$ cat config.mk
export PLATFORM = sky130hd
export DESIGN_NAME = nmea_rmc_field_extractor_unit_flat
export DESIGN_NICKNAME = d
export VERILOG_FILES = /design/src/nrfe_pkg.sv /design/src/nrfe_in_if.sv /design/src/nrfe_out_if.sv /design/src/nrfe_parser.sv /design/src/nmea_rmc_field_extractor_unit.sv /design/src/flat_wrapper.sv
export SDC_FILE = /design/constraint.sdc
export NUM_CORES = 1
export LEC_CHECK = 0
export BUFFER_PORTS_ARGS = -buffer_cell sky130_fd_sc_hd__buf_2
export CORE_MARGIN = 1.5
export CORE_UTILIZATION = 35
export CTS_BUF_LIST = sky130_fd_sc_hd__clkbuf_2
export DETAILED_ROUTE_END_ITERATION = 8
export HOLD_SLACK_MARGIN = 0.08
export PLACE_DENSITY_LB_ADDON = 0.12
export SETUP_SLACK_MARGIN = 0.02
export SLEW_MARGIN = 20
export SYNTH_ARGS = -nofsm -noshare
export SYNTH_HDL_FRONTEND = slang
export SYNTH_SLANG_ARGS = --single-unit
$ cat constraint.sdc
create_clock -name i_clk -period 13.9 [get_ports i_clk]
set_clock_uncertainty 0.2 [all_clocks]
set_input_delay 2.78 -clock i_clk [delete_from_list [all_inputs] [get_ports i_clk]]
set_output_delay 2.78 -clock i_clk [all_outputs]
set_load 0.01 [all_outputs]
$ cat src/nrfe_pkg.sv
package nrfe_pkg;

    localparam int HOUR_W = 7;
    localparam int MIN_W  = 7;
    localparam int LAT_W  = 32;
    localparam int LON_W  = 36;
    localparam int DATE_W = 24;

    typedef struct packed {
        logic              has_fix;
        logic [HOUR_W-1:0] utc_hour;
        logic [MIN_W-1:0]  utc_minute;
        logic [LAT_W-1:0]  latitude_bcd;
        logic [LON_W-1:0]  longitude_bcd;
        logic [DATE_W-1:0] date_bcd;
    } t_rmc_res;

endpackage

$ cat src/nrfe_in_if.sv
interface nrfe_in_if;
    logic       valid;
    logic       ready;
    logic [7:0] rx_byte;

    modport source (output valid, output rx_byte, input ready);
    modport sink (input valid, input rx_byte, output ready);
endinterface

$ cat src/nrfe_out_if.sv
interface nrfe_out_if;
    import nrfe_pkg::*;

    logic              valid;
    logic              ready;
    logic              has_fix;
    logic [HOUR_W-1:0] utc_hour;
    logic [MIN_W-1:0]  utc_minute;
    logic [LAT_W-1:0]  latitude_bcd;
    logic [LON_W-1:0]  longitude_bcd;
    logic [DATE_W-1:0] date_bcd;

    modport source (
        output valid, output has_fix, output utc_hour, output utc_minute,
        output latitude_bcd, output longitude_bcd, output date_bcd,
        input ready
    );
    modport sink (
        input valid, input has_fix, input utc_hour, input utc_minute,
        input latitude_bcd, input longitude_bcd, input date_bcd,
        output ready
    );
endinterface

$ cat src/nrfe_parser.sv
module nrfe_parser (
    input  logic              i_clk,
    input  logic              i_rst_n,
    input  logic              i_take,
    input  logic [7:0]        i_byte,
    output logic              o_emit,
    output nrfe_pkg::t_rmc_res o_res
);
    import nrfe_pkg::*;

    localparam logic [7:0] CH_CR     = 8'd13;
    localparam logic [7:0] CH_DOLLAR = 8'd36;
    localparam logic [7:0] CH_COMMA  = 8'd44;
    localparam logic [7:0] CH_PERIOD = 8'd46;
    localparam logic [7:0] CH_ZERO   = 8'd48;
    localparam logic [7:0] CH_NINE   = 8'd57;
    localparam logic [7:0] CH_ACTIVE = 8'd65;

    localparam logic [2:0] PREFIX_LEN = 3'd6;
    localparam int LAT_DIGITS  = LAT_W / 4;
    localparam int LON_DIGITS  = LON_W / 4;
    localparam int DATE_DIGITS = DATE_W / 4;

    localparam logic [3:0] FLD_TIME   = 4'd0;
    localparam logic [3:0] FLD_STATUS = 4'd1;
    localparam logic [3:0] FLD_LAT    = 4'd2;
    localparam logic [3:0] FLD_LON    = 4'd4;
    localparam logic [3:0] FLD_DATE   = 4'd8;
    localparam logic [3:0] CNT_MAX    = 4'd15;

    function automatic logic [7:0] prefix_char(input logic [2:0] idx);
        logic [7:0] c;
        unique case (idx)
            3'd0:    c = 8'd36;
            3'd1:    c = 8'd71;
            3'd2:    c = 8'd80;
            3'd3:    c = 8'd82;
            3'd4:    c = 8'd77;
            3'd5:    c = 8'd67;
            default: c = 8'd0;
        endcase
        return c;
    endfunction

    function automatic logic [6:0] times_ten(input logic [3:0] d);
        return 7'({d, 3'b000}) + 7'({d, 1'b0});
    endfunction

    logic [2:0]        r_pm,   n_pm;
    logic              r_in,   n_in;
    logic [3:0]        r_comma, n_comma;
    logic [3:0]        r_char, n_char;
    logic              r_fix,  n_fix;
    logic [HOUR_W-1:0] r_hour, n_hour;
    logic [MIN_W-1:0]  r_min,  n_min;
    logic [LAT_W-1:0]  r_lat,  n_lat;
    logic [LON_W-1:0]  r_lon,  n_lon;
    logic [DATE_W-1:0] r_date, n_date;

    logic [3:0] digit;
    logic       emit;

    // non-digits count as zero
    assign digit = (i_byte >= CH_ZERO && i_byte <= CH_NINE) ? 4'(i_byte - CH_ZERO) : 4'd0;

    always_comb begin
        n_pm    = r_pm;
        n_in    = r_in;
        n_comma = r_comma;
        n_char  = r_char;
        n_fix   = r_fix;
        n_hour  = r_hour;
        n_min   = r_min;
        n_lat   = r_lat;
        n_lon   = r_lon;
        n_date  = r_date;
        emit    = 1'b0;

        if (i_byte == CH_DOLLAR) begin
            n_in = 1'b0;
            n_pm = 3'd1;
        end else if (r_pm == PREFIX_LEN) begin
            // separator after the prefix is skipped
            n_pm = 3'd0;
            if (i_byte == CH_CR) begin
                emit = 1'b1;
            end else begin
                n_in = 1'b1;
            end
        end else if (r_in) begin
            if (i_byte == CH_CR) begin
                n_in = 1'b0;
                emit = 1'b1;
            end else if (i_byte == CH_COMMA) begin
                if (r_comma != CNT_MAX) begin
                    n_comma = r_comma + 4'd1;
                end
                n_char = 4'd0;
            end else if (i_byte != CH_PERIOD) begin
                unique case (r_comma)
                    FLD_TIME: begin
                        unique case (r_char)
                            4'd0:    n_hour = times_ten(digit);
                            4'd1:    n_hour = r_hour + 7'(digit);
                            4'd2:    n_min  = times_ten(digit);
                            4'd3:    n_min  = r_min + 7'(digit);
                            default: ;
                        endcase
                    end
                    FLD_STATUS: begin
                        if (r_char == 4'd0) begin
                            n_fix = (i_byte == CH_ACTIVE);
                        end
                    end
                    FLD_LAT: begin
                        for (int i = 0; i < LAT_DIGITS; i++) begin
                            if (r_char == 4'(i)) begin
                                n_lat[4*(LAT_DIGITS-1-i) +: 4] =
                                    r_lat[4*(LAT_DIGITS-1-i) +: 4] | digit;
                            end
                        end
                    end
                    FLD_LON: begin
                        for (int i = 0; i < LON_DIGITS; i++) begin
                            if (r_char == 4'(i)) begin
                                n_lon[4*(LON_DIGITS-1-i) +: 4] =
                                    r_lon[4*(LON_DIGITS-1-i) +: 4] | digit;
                            end
                        end
                    end
                    FLD_DATE: begin
                        for (int i = 0; i < DATE_DIGITS; i++) begin
                            if (r_char == 4'(i)) begin
                                n_date[4*(DATE_DIGITS-1-i) +: 4] =
                                    r_date[4*(DATE_DIGITS-1-i) +: 4] | digit;
                            end
                        end
                    end
                    default: ;
                endcase
                if (r_char != CNT_MAX) begin
                    n_char = r_char + 4'd1;
                end
            end
        end else begin
            if (i_byte == prefix_char(r_pm)) begin
                n_pm = r_pm + 3'd1;
            end else begin
                n_pm = 3'd0;
            end
            // prefix complete: start a fresh set of fields
            if (n_pm == PREFIX_LEN) begin
                n_comma = 4'd0;
                n_char  = 4'd0;
                n_fix   = 1'b0;
                n_hour  = '0;
                n_min   = '0;
                n_lat   = '0;
                n_lon   = '0;
                n_date  = '0;
            end
        end
    end

    always_ff @(posedge i_clk) begin
        if (!i_rst_n) begin
            r_pm    <= 3'd0;
            r_in    <= 1'b0;
            r_comma <= 4'd0;
            r_char  <= 4'd0;
        end else if (i_take) begin
            r_pm    <= n_pm;
            r_in    <= n_in;
            r_comma <= n_comma;
            r_char  <= n_char;
        end
    end

    always_ff @(posedge i_clk) begin
        if (i_take) begin
            r_fix  <= n_fix;
            r_hour <= n_hour;
            r_min  <= n_min;
            r_lat  <= n_lat;
            r_lon  <= n_lon;
            r_date <= n_date;
        end
    end

    assign o_emit = emit;

    always_comb begin
        o_res.has_fix       = r_fix;
        o_res.utc_hour      = r_hour;
        o_res.utc_minute    = r_min;
        o_res.latitude_bcd  = r_lat;
        o_res.longitude_bcd = r_lon;
        o_res.date_bcd      = r_date;
    end

endmodule

$ cat src/nmea_rmc_field_extractor_unit.sv
// a result beat is registered and appears in the cycle after the carriage return byte is taken
// one byte per cycle while no held result stalls the input; the parser state updates once per byte taken
// a held result blocks input only while the output is not ready; input is taken while it is being drained
// reset: synchronous active low, clears the prefix match, sentence and comma/char
// counters and the output valid; field values are cleared at each sentence start
module nmea_rmc_field_extractor_unit (
    input  logic i_clk,
    input  logic i_rst_n,
    nrfe_in_if.sink    i_in,
    nrfe_out_if.source o_out
);
    import nrfe_pkg::*;

    logic     take;
    logic     emit;
    t_rmc_res res;
    logic     r_out_valid;
    t_rmc_res r_out;

    assign i_in.ready = !r_out_valid || o_out.ready;
    assign take       = i_in.valid && i_in.ready;

    nrfe_parser u_parser (
        .i_clk   (i_clk),
        .i_rst_n (i_rst_n),
        .i_take  (take),
        .i_byte  (i_in.rx_byte),
        .o_emit  (emit),
        .o_res   (res)
    );

    always_ff @(posedge i_clk) begin
        if (!i_rst_n) begin
            r_out_valid <= 1'b0;
        end else if (take && emit) begin
            r_out_valid <= 1'b1;
        end else if (o_out.ready) begin
            r_out_valid <= 1'b0;
        end
    end

    always_ff @(posedge i_clk) begin
        if (take && emit) begin
            r_out <= res;
        end
    end

    assign o_out.valid         = r_out_valid;
    assign o_out.has_fix       = r_out.has_fix;
    assign o_out.utc_hour      = r_out.utc_hour;
    assign o_out.utc_minute    = r_out.utc_minute;
    assign o_out.latitude_bcd  = r_out.latitude_bcd;
    assign o_out.longitude_bcd = r_out.longitude_bcd;
    assign o_out.date_bcd      = r_out.date_bcd;

endmodule
$ cat src/flat_wrapper.sv
// flat-port wrapper written by rule: the top's interface ports become plain ports
module nmea_rmc_field_extractor_unit_flat import nrfe_pkg::*;
  (i_clk, i_rst_n, i_in_valid, i_in_rx_byte, i_in_ready, o_out_valid, o_out_has_fix, o_out_utc_hour, o_out_utc_minute, o_out_latitude_bcd, o_out_longitude_bcd, o_out_date_bcd, o_out_ready);
  nrfe_in_if i_in_i ();
  nrfe_out_if o_out_i ();
  input  logic i_clk;
  input  logic i_rst_n;
  input wire logic [$bits(i_in_i.valid)-1:0] i_in_valid;
  input wire logic [$bits(i_in_i.rx_byte)-1:0] i_in_rx_byte;
  output wire logic [$bits(i_in_i.ready)-1:0] i_in_ready;
  output wire logic [$bits(o_out_i.valid)-1:0] o_out_valid;
  output wire logic [$bits(o_out_i.has_fix)-1:0] o_out_has_fix;
  output wire logic [$bits(o_out_i.utc_hour)-1:0] o_out_utc_hour;
  output wire logic [$bits(o_out_i.utc_minute)-1:0] o_out_utc_minute;
  output wire logic [$bits(o_out_i.latitude_bcd)-1:0] o_out_latitude_bcd;
  output wire logic [$bits(o_out_i.longitude_bcd)-1:0] o_out_longitude_bcd;
  output wire logic [$bits(o_out_i.date_bcd)-1:0] o_out_date_bcd;
  input wire logic [$bits(o_out_i.ready)-1:0] o_out_ready;
  assign i_in_i.valid = i_in_valid;
  assign i_in_i.rx_byte = i_in_rx_byte;
  assign i_in_ready = i_in_i.ready;
  assign o_out_valid = o_out_i.valid;
  assign o_out_has_fix = o_out_i.has_fix;
  assign o_out_utc_hour = o_out_i.utc_hour;
  assign o_out_utc_minute = o_out_i.utc_minute;
  assign o_out_latitude_bcd = o_out_i.latitude_bcd;
  assign o_out_longitude_bcd = o_out_i.longitude_bcd;
  assign o_out_date_bcd = o_out_i.date_bcd;
  assign o_out_i.ready = o_out_ready;
  nmea_rmc_field_extractor_unit u_core (.i_clk(i_clk), .i_rst_n(i_rst_n), .i_in(i_in_i), .o_out(o_out_i));
endmodule
# Word level (Yosys, flattened, before mapping)

Cells that the tools add are included.

Divide/modulo/power cells: 0
Add/subtract/negate cells: 7
Bitwise operators: 25
Shift operators: 0
Reduce and logical (&&, ||, !) cells: 40
Mux-type cells: 94
Order comparisons: 2
Equality and inequality tests: 52
Multiply operators: 0

Operator list:

| kind                                                             | count |
|---|---|
| 9-bit AND reduction                                              | 26 |
| 36-bit 2-to-1 mux                                                | 6 |
| 32-bit 2-to-1 mux                                                | 6 |
| 24-bit 2-to-1 mux                                                | 6 |
| 4-bit 2-to-1 mux                                                 | 34 |
| 4-bit bitwise OR                                                 | 23 |
| 7-bit 2-to-1 mux                                                 | 11 |
| 7-bit one-hot mux with 6 select lines                            | 1 |
| 2-bit by 1-bit != test with 1-bit output (second input constant) | 17 |
| 7-bit one-hot mux with 2 select lines                            | 2 |
| 8-bit 2-to-1 mux                                                 | 3 |
| 3-bit 2-to-1 mux                                                 | 7 |
| 4-bit by 3-bit == test with 1-bit output (second input constant) | 5 |
| 1-bit 2-to-1 mux                                                 | 18 |
| 8-bit by 6-bit == test with 1-bit output (second input constant) | 2 |
| 3-bit by 1-bit != test with 1-bit output (second input constant) | 5 |
| 7-bit by 4-bit adder with 7-bit output                           | 2 |
| 7-bit AND reduction                                              | 2 |
| 3-bit == test (second input constant)                            | 4 |
| 4-bit by 2-bit == test with 1-bit output (second input constant) | 3 |
| 4-bit by 1-bit adder with 4-bit output (second input constant)   | 2 |
| 4-bit by 1-bit == test with 1-bit output (second input constant) | 2 |
| 4-bit == test (second input constant)                            | 2 |
| 8-bit by 4-bit == test with 1-bit output (second input constant) | 1 |
| 21 further kinds                                                 | 30 |

Memories: 0
Output and inout bits: 109
Logic and storage cells: 257
Memory bits (read-only): 0
Bits of input ports: 12
RAM bits: 0
Flip-flop bits (word level): 227
Latch bits: 0

# Depth between registers and ports, before layout

Depth in word-level cells: 13
Mapped depth: 14
Depth with buffers taken out: 12

# By module

From an unflattened synthesis, not the netlist that was laid out.

Cell total of the unflattened synthesis: 732
Area total of the unflattened synthesis: 9394.0 sq um

By module, submodules not included:

| module                        | cells each | instances | area each (sq um) | seq. area each (sq um) |
|---|---|---|---|---|
| nrfe_parser                   | 619        | 1         | 6109.6            | 3453.3 |
| nmea_rmc_field_extractor_unit | 113        | 1         | 3284.4            | 3233.1 |

# Worst setup path after synthesis

Ideal clock, no wire load.

Path type: input to register
From: in i_in_rx_byte[4]
To: reg u_core.r_out, in the netlist u_core.o_out.date_bcd[0], enable pin
Slack: 1.835 ns
Cell stages on the path: 3
Buffers on the path: 0
Arrival: 11.131 ns
Cell sequence: nor3b_1 -> nand3_1 -> a211oi_1

Word-level cells in the longest chain between the ends: 6

RTL lines:

| what                                     | line                                 | source |
|---|---|---|
| start, declared                          | flat_wrapper.sv:9                    | `input wire logic [$bits(i_in_i.rx_byte)-1:0] i_in_rx_byte;` |
| 8-bit by 4-bit == test with 1-bit output | nrfe_parser.sv:85, nrfe_parser.sv:91 |  |
| 1-bit 2-to-1 mux                         | nrfe_parser.sv:85, nrfe_parser.sv:91 |  |
| 1-bit 2-to-1 mux                         | nrfe_parser.sv:90                    | `end else if (r_in) begin` |
| 1-bit 2-to-1 mux                         | nrfe_parser.sv:82                    | `end else if (r_pm == PREFIX_LEN) begin` |
| 1-bit 2-to-1 mux (*)                     | nrfe_parser.sv:79                    | `if (i_byte == CH_DOLLAR) begin` |
| 1-bit logical AND (*)                    | nmea_rmc_field_extractor_unit.sv:43  | `if (take && emit) begin` |
| end signal, assigned                     | nmea_rmc_field_extractor_unit.sv:44  | `r_out <= res;` |
| end, declared                            | nmea_rmc_field_extractor_unit.sv:18  | `t_rmc_res r_out;` |

Every way passes the cells marked *; elsewhere a longest branch is shown, timed or not.
A chain may end at the register's enable or synchronous reset.

# Final worst setup path

From: in o_out_ready
To: out i_in_ready

Word-level cells in the longest chain between the ends: 1

RTL lines:

| what             | line                                | source |
|---|---|---|
| start, declared  | flat_wrapper.sv:18                  | `input wire logic [$bits(o_out_i.ready)-1:0] o_out_ready;` |
| 1-bit logical OR | nmea_rmc_field_extractor_unit.sv:20 | `assign i_in.ready = !r_out_valid \|\| o_out.ready;` |
| end, declared    | flat_wrapper.sv:10                  | `output wire logic [$bits(i_in_i.ready)-1:0] i_in_ready;` |

No other way between the ends.

==> parameters.txt <==
Parameter                              Value

Global routing
  Vias in the first global route ... 6,450
  Pin count of the biggest net entering global routing ... 92
  Total overflow reported by the global router ... 0
  Initial antenna violation count ... 1
  Wire length of the first global-routing pass ... 34,900 µm
  Combined global-route utilization of all metal layers ... 16.0%

Timing
  Crit share post-route ... 44.9%
  Number of pins exceeding their max-slew limit in the final report ... 0
  Setup Viol. Count Final ... 0
  Setup repair after global routing missed its margin ... no
  Total count of hold-check failures in the final report ... 0
  Fmax ... 160 MHz
  Minimum period implied by the final worst setup slack ... 6.25 ns
  Total negative slack ... 0 ns
  Transition at the pin with the smallest max-transition slack ... 0.994 ns
  Relative max-transition margin ... 33.7%

Setup path
  Worst reg2reg path startpoint ... u_core.u_parser.r_pm[2]$_SDFFE_PN0P_
  Worst EP required ... between 10 and 15 ns
  Reg-to-reg critical path endpoint ... u_core.u_parser.r_lon[11]$_SDFFCE_PN0P_
  Reg-to-reg slack, setup ... 10.13 ns
  Arrival time of data at the critical path endpoint ... roughly 3.3 ns
  Largest fanout of any net on the critical path ... 3
  Worst Setup Start Kind ... input port
  Reg2Reg Depth ... 8
  Worst setup path class ... in -> out
  Critical path endpoint category ... primary output

Drt
  Detailed-route via count ... 6,209
  Number of detailed-routing iterations run before antenna repair ... 5
  Number of violations reported at the end of detailed-routing iteration 0 ... 380
  Average detailed-routed wire length per instance ... 17.2 µm
  Final routed wirelength across all metal layers ... roughly 22,000 µm
  Total DRC errors in the routed layout ... 0
  Post-DR vias/cell ... 4.89
  Antenna-violating nets left ... 0

Die
  Number of primary I/O pins ... 121
  Floorplan row count ... 59
  Core box area ... ~0.026 mm²
  Starting density of the core ... 35.9%
  Die W ... around 170 µm
  Height of the die ... 167 µm
  Die outline area ... 0.0279 mm²

Power and ir drop
  Logic gate share of total power ... 1.3%
  Worst ir drop on vdd ... ~0.000042 V
  Reg power frac ... 62.3%
  Net Sw Power ... between 0.0002 and 0.0003 W
  Share of total power consumed by net switching ... 23.6%
  Cell Pwr Density ... between 100 and 150 mW/mm²
  Clock share of power ... a little over a third
  Overall power ... 0.00118 W
  Pint ... 0.000902 W
  Standby leakage power ... 4.06 nW

Flow run
  # Max-Cap Violations ... 0

Clock tree
  Number of setup buffers added after CTS ... 0
  Resized Gates After CTS ... 0
  Hold-fix buffer count after cts ... 0
  CTS clk-pin slew, worst paths ... 0.09 ns
  CTS H-tree depth ... 2
  Worst-case clock buffer depth ... 3
  Total CTS buffers ... 58
  Clock latency reported for the late side of the worst-skew pair ... 0.82 ns
  TritonCTS clock tree ... yes
  Clock root buffer master ... sky130_fd_sc_hd__clkbuf_2
  Clk sink count ... 227

Finish
  Area growth from synthesis to final layout ... 15.8%
  Proportion of layout cells with a drive suffix above 1 ... 24.5%
  Final Net Count ... between 900 and 1,000
  Core utilization of the finished layout ... 41.5%
  Final std cell area, no fill ... 0.0109 mm²

Worst hold path
  Number of cells traversed by the worst hold path ... 0
  Path type of the worst min-delay path ... reg -> reg
  Worst-case hold path end point ... u_core.o_out.has_fix$_DFFE_PP_
  Worst Hold Launch ... u_core.u_parser.r_fix$_SDFFCE_PN0P_

Yosys
  Share of async-settable or async-resettable flops after synthesis ... 0%
  Top flip-flop cell by instance count after synthesis ... sky130_fd_sc_hd__edfxtp_1
  Portion of synthesized cell area occupied by the leading cell type ... 68.4%
  Netlist area before placement ... 0.00940 mm²
  Cell type contributing the most total cell area after synthesis ... sky130_fd_sc_hd__edfxtp_1
  Count of state elements after synthesis ... 227
  Top post-synthesis cells by area ... sky130_fd_sc_hd__edfxtp_1, sky130_fd_sc_hd__nor2_1, sky130_fd_sc_hd__ha_1
  Synthesized area divided by synthesized cell count ... 12.9 µm²
  Portion of the post-synthesis area used by sequential elements ... 71.1%
  Number of synthesized flops with an enable pin ... 214
  Net count of the mapped netlist ... 768
  Number of warnings printed during yosys synthesis ... 0
  Number of distinct library cell variants in the gate-level netlist after synthesis ... 59
  Cells after synthesis ... 730

Place
  Area after detailed placement ... 0.0104 mm²
  Detailed Place HPWL ... 14,000 µm
  Final GP Congestion ... 0.805
  Port bufs ... 120

Status
  Result of the run ... complete, no violations
==> metrics by stage <==
step	setup WS [ns]	hold WS, ns	std cells
final	7.65	0.230	1269
after global routing	7.60	0.234	1269
after CTS	7.63	0.224	1265
after detailed placement	7.61	0.205	1160
after global placement	7.64	0.235	1160
after floorplan	1.84	0.200	730
==> power groups by stage <==
stage / sequential (W) / clock (W) / combinational [W]
floorplan: 0.000751 / 0 / 0.00000968
global placement: 0.000751 / 0 / 0.0000152
detailed placement: 0.000751 / 0 / 0.0000157
CTS: 0.000735 / 0.000449 / 0.0000158
global route: 0.000735 / 0.000481 / 0.0000176
finish: 0.000735 / 0.000430 / 0.0000159
==> kinds of logic (layout without fill, tap and decap cells) <==
logic type / after synthesis / in the layout / synth area share (%)
other: 0 / 3 / 0
flip-flops: 227 / 227 / 71.1
XOR/XNOR: 11 / 11 / 1.02
adder cells (fa/ha/maj): 26 / 26 / 3.70
buffers and inverters: 55 / 256 / 2.28
AO/OA/AOI/OAI: 86 / 86 / 6.62
AND/OR/NAND/NOR: 320 / 320 / 14.7
multiplexers: 5 / 5 / 0.546
==> synthesized netlist by cell type (2+ instances only) <==
cell type and number:
sky130_fd_sc_hd__nor2_1 218, sky130_fd_sc_hd__edfxtp_1 214, sky130_fd_sc_hd__nand2_1 33, sky130_fd_sc_hd__clkbuf_1 31
sky130_fd_sc_hd__a21oi_1 26, sky130_fd_sc_hd__ha_1 23, sky130_fd_sc_hd__inv_1 20, sky130_fd_sc_hd__dfxtp_1 13
sky130_fd_sc_hd__nor2b_1 13, sky130_fd_sc_hd__nand3_1 8, sky130_fd_sc_hd__nand4_1 8, sky130_fd_sc_hd__o21ai_0 8
sky130_fd_sc_hd__a211oi_1 7, sky130_fd_sc_hd__and3_1 7, sky130_fd_sc_hd__a21o_1 6, sky130_fd_sc_hd__nand2b_1 6
sky130_fd_sc_hd__nor3_1 6, sky130_fd_sc_hd__xnor2_1 6, sky130_fd_sc_hd__a31oi_1 5, sky130_fd_sc_hd__and2_1 5
sky130_fd_sc_hd__xor2_1 5, sky130_fd_sc_hd__mux2i_1 4, sky130_fd_sc_hd__o22ai_1 4, sky130_fd_sc_hd__fa_1 3
sky130_fd_sc_hd__o21a_1 3, sky130_fd_sc_hd__o31ai_1 3, sky130_fd_sc_hd__or4_1 3, sky130_fd_sc_hd__a211o_1 2
sky130_fd_sc_hd__a221oi_1 2, sky130_fd_sc_hd__a31o_2 2, sky130_fd_sc_hd__a32oi_1 2, sky130_fd_sc_hd__and3b_1 2
sky130_fd_sc_hd__and4_1 2, sky130_fd_sc_hd__inv_2 2, sky130_fd_sc_hd__nor3b_1 2, sky130_fd_sc_hd__o311ai_0 2
sky130_fd_sc_hd__or3_1 2
==> placed cells by master, fill, tap and decap left out, types with 3 or more instances in the layout <==
cell	synthesis	final
sky130_fd_sc_hd__nor2_1	218	218
sky130_fd_sc_hd__edfxtp_1	214	214
sky130_fd_sc_hd__buf_2	0	121
sky130_fd_sc_hd__clkbuf_2	0	83
sky130_fd_sc_hd__nand2_1	33	33
sky130_fd_sc_hd__a21oi_1	26	26
sky130_fd_sc_hd__ha_1	23	23
sky130_fd_sc_hd__inv_1	20	20
sky130_fd_sc_hd__clkinv_1	0	19
sky130_fd_sc_hd__nor2b_1	13	13
sky130_fd_sc_hd__dfxtp_1	13	13
sky130_fd_sc_hd__nand3_1	8	8
sky130_fd_sc_hd__o21ai_0	8	8
sky130_fd_sc_hd__nand4_1	8	8
sky130_fd_sc_hd__buf_4	0	8
sky130_fd_sc_hd__and3_1	7	7
sky130_fd_sc_hd__nor3_1	6	6
sky130_fd_sc_hd__nand2b_1	6	6
sky130_fd_sc_hd__a21o_1	6	6
sky130_fd_sc_hd__a211oi_1	7	6
sky130_fd_sc_hd__xnor2_1	6	6
sky130_fd_sc_hd__and2_1	5	5
sky130_fd_sc_hd__a31oi_1	5	5
sky130_fd_sc_hd__xor2_1	5	5
sky130_fd_sc_hd__o22ai_1	4	4
sky130_fd_sc_hd__mux2i_1	4	4
sky130_fd_sc_hd__diode_2	0	3
sky130_fd_sc_hd__or4_1	3	3
sky130_fd_sc_hd__o31ai_1	3	3
sky130_fd_sc_hd__o21a_1	3	3
sky130_fd_sc_hd__fa_1	3	3
==> critical path, stage by stage <==
cell and delay (ns):
sky130_fd_sc_hd__buf_2 0.10, sky130_fd_sc_hd__nor2b_1 0.15, sky130_fd_sc_hd__inv_1 0.09, sky130_fd_sc_hd__buf_2 0.14
==> worst max path at each step <==
stage	startpoint	endpoint	slack, ns	depth (start not counted)
floorplan	i_in_rx_byte[4]	u_core.o_out.date_bcd[0]$_DFFE_PP_	1.84	3
global placement	o_out_ready	i_in_ready	7.64	4
detailed placement	i_in_rx_byte[4]	u_core.o_out.latitude_bcd[8]$_DFFE_PP_	7.61	6
CTS	o_out_ready	i_in_ready	7.63	4
global route	o_out_ready	i_in_ready	7.60	4
finish	o_out_ready	i_in_ready	7.65	4
==> per-layer routing <==
layer  part of all wire, %  up-vias  track usage, %  wire length, µm
li1                      -     2961               -                -
met1                    43     2993            20.1             9450
met2                    48      203            26.7            10400
met3                   6.3       52            3.61             1380
met4                   2.7        0            6.17              581
met5                     0        -               0                0
==> flip-flops by register name, summed over array words and instances, names as in the netlist, 3 cells and up <==
| name | flops |
|---|---|
| u_core.u_parser.r_comma | 4 |
| u_core.u_parser.r_char | 4 |
| u_core.o_out.date_bcd | 24 |
| u_core.u_parser.r_date | 24 |
| u_core.u_parser.r_min | 7 |
| u_core.o_out.longitude_bcd | 36 |
| u_core.u_parser.r_hour | 7 |
| u_core.u_parser.r_lat | 32 |
| u_core.u_parser.r_lon | 36 |
| u_core.o_out.utc_hour | 7 |
| u_core.u_parser.r_pm | 3 |
| u_core.o_out.utc_minute | 7 |
| u_core.o_out.latitude_bcd | 32 |
==> final cells by class <==
cell class              count  area, µm²
diodes                      3       7.51
fillers                  2558      15300
multi-input cells         448       2510
clock inverters            22       90.1
flip-flops and latches    227       6690
inverters                  22       85.1
well taps                 335        419
clock buffers              83        415
repair buffers            129        666
Note: power is estimated with default switching activity, not from simulation.
